===== config.mk =====
export PLATFORM = sky130hd
export DESIGN_NAME = rdq_ram
export DESIGN_NICKNAME = d
export VERILOG_FILES = /design/src/rtl/rdq_ram.sv
export SDC_FILE = /design/constraint.sdc
export NUM_CORES = 1
export LEC_CHECK = 0
export BUFFER_PORTS_ARGS = -buffer_cell sky130_fd_sc_hd__buf_2
export CAP_MARGIN = 40
export CORE_UTILIZATION = 65
export CTS_CLUSTER_SIZE = 28
export DETAILED_ROUTE_END_ITERATION = 7
export PLACE_DENSITY = 0.91
export SYNTH_ARGS = -nofsm -noshare
export SYNTH_HDL_FRONTEND = slang
export SYNTH_SLANG_ARGS = --single-unit

===== constraint.sdc =====
create_clock -name i_clk -period 4.2 [get_ports i_clk]
set_input_delay 0.21 -clock i_clk [delete_from_list [all_inputs] [get_ports i_clk]]
set_output_delay 0.21 -clock i_clk [all_outputs]
set_load 0.02 [all_outputs]

===== src/rtl/rdq_ram.sv =====
// Generic simple dual-port RAM with one write port and a registered read port.
module rdq_ram #(
    parameter int WIDTH = 8,
    parameter int DEPTH = 16
) (
    input  logic                                   i_clk,
    input  logic                                   i_we,
    input  logic [((DEPTH > 1) ? $clog2(DEPTH) : 1)-1:0] i_waddr,
    input  logic [WIDTH-1:0]                       i_wdata,
    input  logic                                   i_re,
    input  logic [((DEPTH > 1) ? $clog2(DEPTH) : 1)-1:0] i_raddr,
    output logic [WIDTH-1:0]                       o_rdata
);

    logic [WIDTH-1:0] r_mem [DEPTH];
    logic [WIDTH-1:0] r_rdata;

    always_ff @(posedge i_clk) begin
        if (i_we) begin
            r_mem[i_waddr] <= i_wdata;
        end
        if (i_re) begin
            r_rdata <= r_mem[i_raddr];
        end
    end

    assign o_rdata = r_rdata;

endmodule


==> metrics.md, run 1 <==
| Metric | Value |
|---|---|
| Status | finished clean |
| CTS Buffer Depth | 2 |
| Top-count cell post-synth | edfxtp_1 |
| Part of the cycle the worst path needs | 38.9% |
| Hold Slack | between 0.06 and 0.07 ns |
| Initial antenna violation count | 0 |
| Layout area overhead | 17.4% |
| Drt total wl | between 10000 and 15000 microns |
| Die Wd | 91.7 microns |
| Share of layout cells above drive strength 1 | between 20 and 30% |
| Worst hold-check path type | primary input to flip-flop |
| Global Route Usage Sum | between 30% and 40% |
| First-pass GRT wire length | 17300 microns |
| Core Region | around 7800 sq um |
| Cts bufs inserted | 17 |
| Post-CTS Setup Repair Bufs | 0 |
| Top post-synthesis cells by area | edfxtp_1 78%, mux4_2 7.8%, mux4_1 7.0% |
| Worst R2R Path Depth | 3 |
| # hold bufs at CTS | 0 |
| Number of port buffers | 26 |
| Commonest cells post-synth | 136 x edfxtp_1, 18 x mux4_2, 16 x a22oi_1 |
| Max-Cap Viols | 0 |
| Setup tns final | 0 ns |
| FMAX | 611 MHz |
| Antenna cells | 0 |
| Setup violators final | 0 |
| Die area | about 8400 sq um |
| Total net switching power | 0.645 mW |
| GRT overflow | 0 |
| Async SR Flop Fraction | 0% |
| Synth Register Bits | roughly 140 |
| Worst slew pin tran | 0.917 ns |
| Clock net sink count | between 100 and 150 |
| Post-synth EDFFs | ~140 |
| Area of the mapped netlist | about 5200 sq um |
| Largest net degree at the start of global routing | 33 |
| Yosys warns | 0 |
| # DRC | 0 |
| WL per Instance | roughly 30 microns |
| Clock power frac | between 40% and 50% |
| Worst R2R Setup Slack | approximately 2.6 ns |
| Worst setup EP type | flip-flop |
| Register area share after synthesis | between 70% and 80% |
| Vias per cell | 6.99 |
| Skew final | 0.00398 ns |
| Cell Rows | 32 |
| Vias | 2734 |
| Min Tclk post-route | 1.64 ns |
| Top FF cell, synth | edfxtp_1 |
| Sequential share of power | a little under half |
| Syn Nets | 248 |
| Post-synth top area cell | edfxtp_1 |
| Die H | just over 90 microns |
| WP data required | about 4.5 ns |
| Synth top area share | between 70% and 80% |
| WS Path Type | primary input to flip-flop |
| Rel. slew slack | about two fifths |
| RSZ-0062 raised after global routing | no |
| Post-synthesis instance total | around 230 |
| Switching share of power | 19.9% |
| CTS tree | built |
| Syn_area_per_cell | between 20 and 25 sq um |
| Initial drt markers | 399 |
| H-tree levels | 4 |
| TritonRoute pass-1 iters | 5 |
| Critical Path Source Type | primary input |
| Fillers | 370 |
| Initial Util | between 60% and 70% |
| Top-Level Pins | 27 |
| Final Max Slew Viols | 0 |
| Vias in the first global route | approximately 2700 |
| Largest fanout on the critical path | 17 |
| Hold path cells | 1 |
| Clk Latency, worst-skew pair | around 0.52 ns |
| Post-route ant nets | 0 |
| Reg clk slew, reported paths | 0.06 ns |
| Clock Tree Root | clkbuf_8 |
| Fin. Hold Viols | 0 |
| Post-CTS Resized | 0 |
| Lkg Pwr | just over 2 nW |
| Crit path DAT | approximately 1.9 ns |
| Fin nets | 296 |
| Netlist cell types | 18 |
| Max VDD drop | between 0.4 and 0.5 mV |
| Pwr dens | ~530 nW/um^2 |
| Logic pwr share | 4.5% |
| Routability cong. | 0.749 |
| Post-DP HPWL | around 6400 microns |
| Internal power | approximately 2.6 mW |
==> registers in the layout (all words and copies together) (netlist names) <==
| signal | count |
|---|---|
| r_mem | 128 |
| o_rdata | 8 |
==> critical path, stage by stage <==
cell and delay (ns):
buf_2 0.49, buf_16 0.25, mux4_1 0.63, a22oi_1 0.23, nand2_1 0.08
==> placed cells by master, fill, tap and decap left out <==
master | synthesis | final
nor3_1 | 4 | 4
and2b_1 | 1 | 1
and2_1 | 1 | 1
nand3_1 | 1 | 1
clkbuf_8 | 0 | 1
buf_2 | 3 | 26
buf_16 | 0 | 1
clkinv_4 | 0 | 2
bufinv_16 | 0 | 5
a22oi_1 | 16 | 16
nand3b_1 | 2 | 2
clkinv_2 | 0 | 1
edfxtp_1 | 136 | 136
nor2_1 | 13 | 13
mux4_1 | 14 | 14
mux4_2 | 18 | 18
clkinvlp_4 | 0 | 3
nand2b_1 | 2 | 2
nand2_1 | 9 | 9
nor2b_1 | 1 | 1
or3b_2 | 1 | 1
buf_4 | 1 | 12
clkbuf_16 | 0 | 16
clkinv_1 | 0 | 3
==> through the flow <==
step	instance area [sq um]	power (mW)	util (%)	instances	worst slack [ns]
finish	6140	3.25	79.0	391	2.56
detailed placement	5490	1.71	70.7	357	2.07
global placement	5430	1.70	69.9	351	1.89
CTS	6110	3.25	78.7	388	2.55
floorplan	5230	1.65	-	229	2.50
global route	6140	3.31	79.0	391	2.44
==> final cells by class <==
type | instances | area (sq um) | share of cell area [%]
clock buffers | 17 | 414 | 6.75
repair buffers | 39 | 248 | 4.04
flip-flops and latches | 136 | 4080 | 66.5
well taps | 102 | 128 | 2.08
multi-input cells | 83 | 1060 | 17.2
clock inverters | 14 | 206 | 3.36
==> power groups by stage <==
stage          combinational [mW]  clock (mW)  sequential [mW]
3_3_place_gp                0.132           0             1.56
6_report                    0.146        1.56             1.54
5_1_grt                     0.156        1.61             1.54
4_1_cts                     0.147        1.57             1.54
3_5_place_dp                0.141           0             1.57
2_1_floorplan              0.0772           0             1.57
==> worst paths after layout <==
path	start	end
worst max-delay path	i_raddr[0]	o_rdata[1]$_DFFE_PP_
worst min-delay path	i_re	o_rdata[0]$_DFFE_PP_
worst max register to register	r_mem[11][7]$_DFFE_PP_	o_rdata[7]$_DFFE_PP_
worst min register to register	r_mem[6][7]$_DFFE_PP_	o_rdata[7]$_DFFE_PP_
==> cell families after synthesis <==
| group | share of synthesized area, % |
|---|---|
| and+or+nand+nor | 3.14 |
| AOI/OAI and AO/OA | 2.30 |
| buffers and inverters | 1.65 |
| muxes | 14.8 |
| DFF | 78.1 |
==> metal layers <==
metal | part of all wire, % | global-route usage, %
met5 | 0 | 0
met4 | 3.4 | 18.0
met3 | 9.9 | 6.80
met2 | 49 | 47.3
met1 | 38 | 44.0
No activity file was read; power rests on OpenSTA's default activity.
==> inputs of run 2 (changes only) <==
--- a/config.mk
+++ b/config.mk
@@ -7,10 +7,10 @@
 export LEC_CHECK = 0
 export BUFFER_PORTS_ARGS = -buffer_cell sky130_fd_sc_hd__buf_2
 export CAP_MARGIN = 40
-export CORE_UTILIZATION = 65
+export CORE_UTILIZATION = 54
 export CTS_CLUSTER_SIZE = 28
 export DETAILED_ROUTE_END_ITERATION = 7
-export PLACE_DENSITY = 0.91
+export PLACE_DENSITY = 0.81
 export SYNTH_ARGS = -nofsm -noshare
 export SYNTH_HDL_FRONTEND = slang
 export SYNTH_SLANG_ARGS = --single-unit
==> constraint.sdc (replaced) <==
create_clock -name i_clk -period 1.5 [get_ports i_clk]
set_input_delay 0.075 -clock i_clk [delete_from_list [all_inputs] [get_ports i_clk]]
set_output_delay 0.075 -clock i_clk [all_outputs]
set_load 0.02 [all_outputs]
==> metrics.md, run 2 (synthesized netlist as in run 1, its figures left out) <==
| Metric | Value |
|---|---|
| Status | finished clean |
| Final Max Slew Viols | 0 (unchanged) |
| Top-Level Pins | 27 (unchanged) |
| WP data required | 1.76 ns (-2.71 ns) |
| Fin nets | 317 (+7.1%) |
| FMAX | 674 MHz |
| Most frequent cells in the layout | 136 x edfxtp_1, 26 x buf_2, 20 x buf_4, 18 x mux4_2, 16 x clkbuf_16 |
| Global Route Usage Sum | 22.6% (-8.9 points) |
| Multi-input gate area | 1090 sq um (+3.1%) |
| Layout area overhead | 21.2% |
| Finished Core Util | 67.9% (-11 points) |
| Fin cells | 440 (+13%) |
| Crit path DAT | 1.74 ns (-0.17 ns) |
| Die H | 100 microns (+9.5%) |
| Reg clk slew, reported paths | 0.06 ns (about the same) |
| Skew final | 0.00975 ns (+0.00577 ns) |
| Rel. slew slack | 75.5% (+37 points) |
| Die area | 10100 sq um (+20%) |
| RSZ-0062 raised after global routing | yes |
| Commonest non-fill, non-tap cell in the layout | edfxtp_1 |
| Worst hold-check path type | primary input to flip-flop |
| Largest register FFs | 128 (unchanged) |
| Setup violators final | 0 (unchanged) |
| Die Wd | 100 microns (+9.5%) |
| Share of layout cells above drive strength 1 | 33.8% (+4.0 points) |
| Part of the cycle the worst path needs | about 99% |
| TritonRoute pass-1 iters | 4 (-1) |
| Setup tns final | 0 ns (unchanged) |
| Pre-CTS WS | -0.185 ns (-2.26 ns) |
| Lkg Pwr | 2.16 nW (+3.7%) |
| Top layer in use | met4 |
| Critical Path Source Type | flip-flop |
| Number of port buffers | 26 (unchanged) |
| Met1 WL | 4120 microns (-6.5%) |
| Max-Cap Viols | 0 (unchanged) |
| # DRC | 0 (unchanged) |
| Reg with most FFs | r_mem |
| FF+latch area | 4080 sq um (unchanged) |
| Fillers | 553 (+49%) |
| CTS tree | built |
| Worst slew pin tran | 0.367 ns (-0.550 ns) |
| Final Cell Area | 6330 sq um (+3.2%) |
| Clock Tree Root | clkbuf_8 |
| GRT overflow | 0 (unchanged) |
| WL met3 | 604 microns (-48%) |
| Vias | 2565 (-6.2%) |
| Clk Latency, worst-skew pair | 0.51 ns (about the same) |
| Initial drt markers | 164 (-59%) |
| Vias per cell | 5.83 (-17%) |
| Max VDD drop | 0.711 mV (+64%) |
| Clock net sink count | 136 (unchanged) |
| Initial antenna violation count | 0 (unchanged) |
| Core Region | 9330 sq um (+20%) |
| Largest fanout on the critical path | 1 (-16) |
| DP Area | 5690 sq um (+3.5%) |
| Cell Rows | 35 (+9.4%) |
| Worst setup EP type | flip-flop |
| Fin. Hold Viols | 0 (unchanged) |
| Drt total wl | 10100 microns (-13%) |
| WL per Instance | 23.0 microns (-23%) |
| Placed insts | 399 (+12%) |
| Met2 WL | 5170 microns (-9.0%) |
| Post-DP HPWL | 6260 microns (-2.8%) |
| Vias in the first global route | 2658 (-2.7%) |
| Cts bufs inserted | 17 (unchanged) |
| WS Path Type | flip-flop to flip-flop |
| H-tree levels | 4 (unchanged) |
| Routability cong. | 0.742 (-0.87%) |
| Min Tclk post-route | between 1 and 1.5 ns |
| First-pass GRT wire length | 15300 microns (-12%) |
| CTS Buffer Depth | 2 (unchanged) |
| Pwr dens | 1330 nW/um^2 (+150%) |
| Post-route setup slack | 0.0157 ns (-2.55 ns) |
| Initial Util | 56.0% (-11 points) |
| Largest net degree at the start of global routing | 20 (-39%) |
| Antenna cells | 0 (unchanged) |
| Post-route ant nets | 0 (unchanged) |
## run 2: layer usage
layer	GRT usage (%)	vias to the layer above
met5	0	-
met3	5.71	21
met2	36.9	106
met4	11.5	0
met1	28.5	1321
li1	-	1117
## run 2: power by group
part	leakage (nW)	internal (mW)	switching [mW]	total, mW
Clock	0.253	2.17	1.47	3.63
Sequential	1.24	4.28	0.0264	4.31
Combinational	0.667	0.209	0.253	0.461
Total	2.16	6.66	1.75	8.41
## run 2: what timing repair did
item                                    CTS  global route
pin swaps                                 0             1
endpoints found under the setup margin    2             8
buffers inserted                          0             0
endpoints found under the hold margin   136             0
hold buffers                              9             0
gates resized for setup                   2             4
## run 2: path summary, 6_finish.rpt
path	slack, ns	startpoint	to	depth (start not counted)
worst min register to register	0.75	r_mem[7][1]$_DFFE_PP_	o_rdata[1]$_DFFE_PP_	3
worst min-delay path	0.13	i_waddr[0]	r_mem[4][5]$_DFFE_PP_	3
worst max-delay path	0.02	r_mem[9][1]$_DFFE_PP_	o_rdata[1]$_DFFE_PP_	3
worst max register to register	0.02	r_mem[9][1]$_DFFE_PP_	o_rdata[1]$_DFFE_PP_	3
## run 2: through the flow
step	power, mW	hold WS, ns
final	8.41	0.129
after detailed placement	4.82	0.465
after floorplan	4.62	0.174
after CTS	8.45	0.0997
after global routing	8.66	0.126
after global placement	4.80	0.454
## run 2: worst max-delay path, cell delays in order, from the launching register on
cell and delay, ns:
edfxtp_1 0.38, mux4_1 0.54, a22oi_1 0.24, nand2_1 0.08
## run 2: cell type report
class,instances,area share [%]
multi-input cells,83,17.2
flip-flops and latches,136,64.5
clock inverters,14,1.74
well taps,129,2.55
clock buffers,18,6.60
repair buffers,60,7.43
==> inputs of run 3 (changes only) <==
--- a/config.mk
+++ b/config.mk
@@ -5,12 +5,13 @@
 export SDC_FILE = /design/constraint.sdc
 export NUM_CORES = 1
 export LEC_CHECK = 0
+export ABC_AREA = 1
 export BUFFER_PORTS_ARGS = -buffer_cell sky130_fd_sc_hd__buf_2
 export CAP_MARGIN = 40
-export CORE_UTILIZATION = 54
+export CORE_UTILIZATION = 55
 export CTS_CLUSTER_SIZE = 28
 export DETAILED_ROUTE_END_ITERATION = 7
-export PLACE_DENSITY = 0.81
+export PLACE_DENSITY = 0.82
 export SYNTH_ARGS = -nofsm -noshare
 export SYNTH_HDL_FRONTEND = slang
 export SYNTH_SLANG_ARGS = --single-unit
==> metrics.md, run 3 <==
| Metric | Value |
|---|---|
| Power Total | 9.33 mW (+11%) |
| Reg clk slew, reported paths | 0.06 ns (about the same) |
| Top-Level Pins | 27 (unchanged) |
| Critical Path Source Type | flip-flop |
| Cts bufs inserted | 17 (unchanged) |
| Commonest cells post-synth | 173 x nand2_1, 136 x edfxtp_1, 100 x inv_1 |
| Sequential share of power | 46.2% (-5.1 points) |
| Fin nets | 622 (+96%) |
| Post-synthesis simple-gate area fraction | 20.8% (+18 points) |
| Largest register FFs | 128 (unchanged) |
| Final Max Slew Viols | 0 (unchanged) |
| Internal power | 7.32 mW (+10%) |
| Cell family with most CP delay | simple AND/OR/NAND/NOR gates |
| CTS Buffer Depth | 2 (unchanged) |
| CTS tree | built |
| Area of the mapped netlist | 5850 sq um (+12%) |
| H-tree levels | 4 (unchanged) |
| Top-count cell post-synth | nand2_1 |
| Drt total wl | 13100 microns (+30%) |
| Share of layout cells above drive strength 1 | 13.1% (-21 points) |
| First-pass GRT wire length | 20600 microns (+35%) |
| Synth Register Bits | 136 (unchanged) |
| Initial antenna violation count | 0 (unchanged) |
| Status | finished clean |
| Rel. slew slack | 59.0% (-16 points) |
| Synth Area in Compound Gates | 0% (-2.3 points) |
| Crit path top cell by count | nand3_1 |
| Post-route setup slack | 0.239 ns (+0.224 ns) |
| Largest stage delay, worst path | 0.38 ns (-0.16 ns) |
| Die H | 105 microns (+4.7%) |
| Number of port buffers | 26 (unchanged) |
| Global Route Usage Sum | 25.8% (+3.1 points) |
| Top post-synthesis cells by area | edfxtp_1 70%, nand2_1 11%, nand3_1 8.3% |
| TritonRoute pass-1 iters | 7 (+3) |
| Skew final | 0.00720 ns (-0.00255 ns) |
| Pwr dens | 1350 nW/um^2 (+1.9%) |
| Vias | 4057 (+58%) |
| Yosys warns | 0 (unchanged) |
| Clock Tree Root | clkbuf_8 |
| Multiplexer share of the synthesized area | 0% (-15 points) |
| WP data required | 1.77 ns (about the same) |
| Logic pwr share | 6.0% (+0.5 points) |
| Largest net degree at the start of global routing | 65 (+230%) |
| Die area | 11000 sq um (+9.6%) |
| Post-synth top area cell | edfxtp_1 |
| Switching share of power | 21.5% (+0.73 points) |
| Core Region | 10300 sq um (+11%) |
| Slowest-stage cell, CP | edfxtp_1 |
| Commonest non-fill, non-tap cell in the layout | nand2_1 |
| Total net switching power | 2.01 mW (+15%) |
| Max VDD drop | 0.937 mV (+32%) |
| Worst hold-check path type | primary input to flip-flop |
| Antenna cells | 0 (unchanged) |
| Clock power frac | 47.9% (+4.7 points) |
| Async SR Flop Fraction | 0% (unchanged) |
| Register area share after synthesis | 69.8% (-8.3 points) |
| Min Tclk post-route | 1.26 ns (-0.224 ns) |
| Setup violators final | 0 (unchanged) |
| FF+latch area | 4080 sq um (unchanged) |
| Worst slew pin tran | 0.614 ns (+0.246 ns) |
| Syn Nets | 570 (+130%) |
| Clk Latency, worst-skew pair | 0.53 ns (+0.02 ns) |
| WL per Instance | 17.5 microns (-24%) |
| Reg with most FFs | r_mem |
| WS Path Type | flip-flop to flip-flop |
| Crit path DAT | 1.53 ns (-0.21 ns) |
| Layout area overhead | 18.0% |
| Lkg Pwr | 3.00 nW (+39%) |
| Cell Rows | 37 (+5.7%) |
| Post-synthesis instance total | 551 (+140%) |
| Clock net sink count | 136 (unchanged) |
| Multi-input gate area | 1210 sq um (+11%) |
| XOR/XNOR Fraction of Synth Area | 0% (unchanged) |
| Netlist cell types | 11 (-7) |
| Pre-CTS WS | 0.00153 ns (+0.186 ns) |
| # DRC | 0 (unchanged) |
| Vias in the first global route | 4048 (+52%) |
| Setup tns final | 0 ns (unchanged) |
| Post-route ant nets | 0 (unchanged) |
| Part of the cycle the worst path needs | 84.0% (-15 points) |
| RSZ-0062 raised after global routing | no |
| Top FF cell, synth | edfxtp_1 |
| Synth top area share | 69.8% (-8.3 points) |
| Fillers | 753 (+36%) |
| Syn_area_per_cell | 10.6 sq um (-54%) |
| Die Wd | 105 microns (+4.7%) |
| Post-synth EDFFs | 136 (unchanged) |
| Largest family of logic cells by synthesized area | simple AND/OR/NAND/NOR gates |
| Post-CTS Setup Repair Bufs | 0 (unchanged) |
| Adder and majority cell fraction of the synthesized area | 0% (unchanged) |
| Post-DP HPWL | 7610 microns (+22%) |
| Most frequent cells in the layout | 173 x nand2_1, 136 x edfxtp_1, 100 x inv_1, 97 x nand3_1, 26 x buf_2 |
| Vias per cell | 5.39 (-7.5%) |
| WP buf/inv | 1 (+1) |
| Hold Slack | 0.174 ns (+0.0448 ns) |
| Initial Util | 56.6% (+0.59 points) |
| Initial drt markers | 272 (+66%) |
| Fin. Hold Viols | 0 (unchanged) |
| Max-Cap Viols | 0 (unchanged) |
| Worst setup EP type | flip-flop |
| Routability cong. | 0.857 (+15%) |
| Finished Core Util | 66.9% (-1.0 points) |
| Largest fanout on the critical path | 1 (unchanged) |
| FMAX | 793 MHz (+18%) |
| CP Cell Sequence | inv_1 -> nand2_1 -> nand3_1 -> nand3_1 -> nand3_1 -> nand2_1 |
| GRT overflow | 0 (unchanged) |
==> run 3: per-stage QoR <==
step	std cells	area, sq um
6_report	752	6900
5_1_grt	752	6900
4_1_cts	752	6900
3_5_place_dp	710	6160
3_3_place_gp	710	6160
2_1_floorplan	551	5850
==> run 3: layout make-up <==
type,count,share of cell area (%)
Clock buffer,17,6.00
Sequential cell,136,59.2
Tap cell,136,2.47
Timing Repair Buffer,57,5.98
Clock inverter,15,3.25
Inverter,102,5.55
Multi-Input combinational cell,289,17.6
==> run 3: power by group through the flow <==
stage	clock (mW)	sequential (mW)	combinational, mW
3_3_place_gp	0	4.38	0.514
5_1_grt	4.67	4.31	0.608
3_5_place_dp	0	4.38	0.529
2_1_floorplan	0	4.40	0.300
6_report	4.47	4.31	0.557
4_1_cts	4.51	4.31	0.556
==> run 3: kinds of logic after synthesis <==
family        after synthesis
buf+inv                   126
flops                     136
simple gates              289
==> run 3: layer usage <==
metal  GRT usage, %  share of wire [%]  up-vias
met2           42.0                 50      210
met3           7.05                8.9       38
li1               -                  -     1888
met5              0                  0        -
met4           13.2                3.2        0
met1           31.6                 38     1921
==> run 3: worst paths after layout <==
path	start	slack, ns	to	depth (start not counted)
max reg2reg	r_mem[5][4]$_DFFE_PP_	0.24	o_rdata[4]$_DFFE_PP_	6
min	i_we	0.17	r_mem[3][3]$_DFFE_PP_	4
max	r_mem[5][4]$_DFFE_PP_	0.24	o_rdata[4]$_DFFE_PP_	6
min reg2reg	r_mem[4][3]$_DFFE_PP_	0.76	o_rdata[3]$_DFFE_PP_	6
==> run 3: worst register-to-register path: cells and delay by family (launching register included) <==
family                 cells  cell delay [ns]
DFF                        1             0.38
and+or+nand+nor            5             0.53
buffers and inverters      1             0.10
==> run 3: timing repair <==
item	CTS	global route
resized for setup	0	0
hold endpoints to repair	137	0
hold buffers	10	0
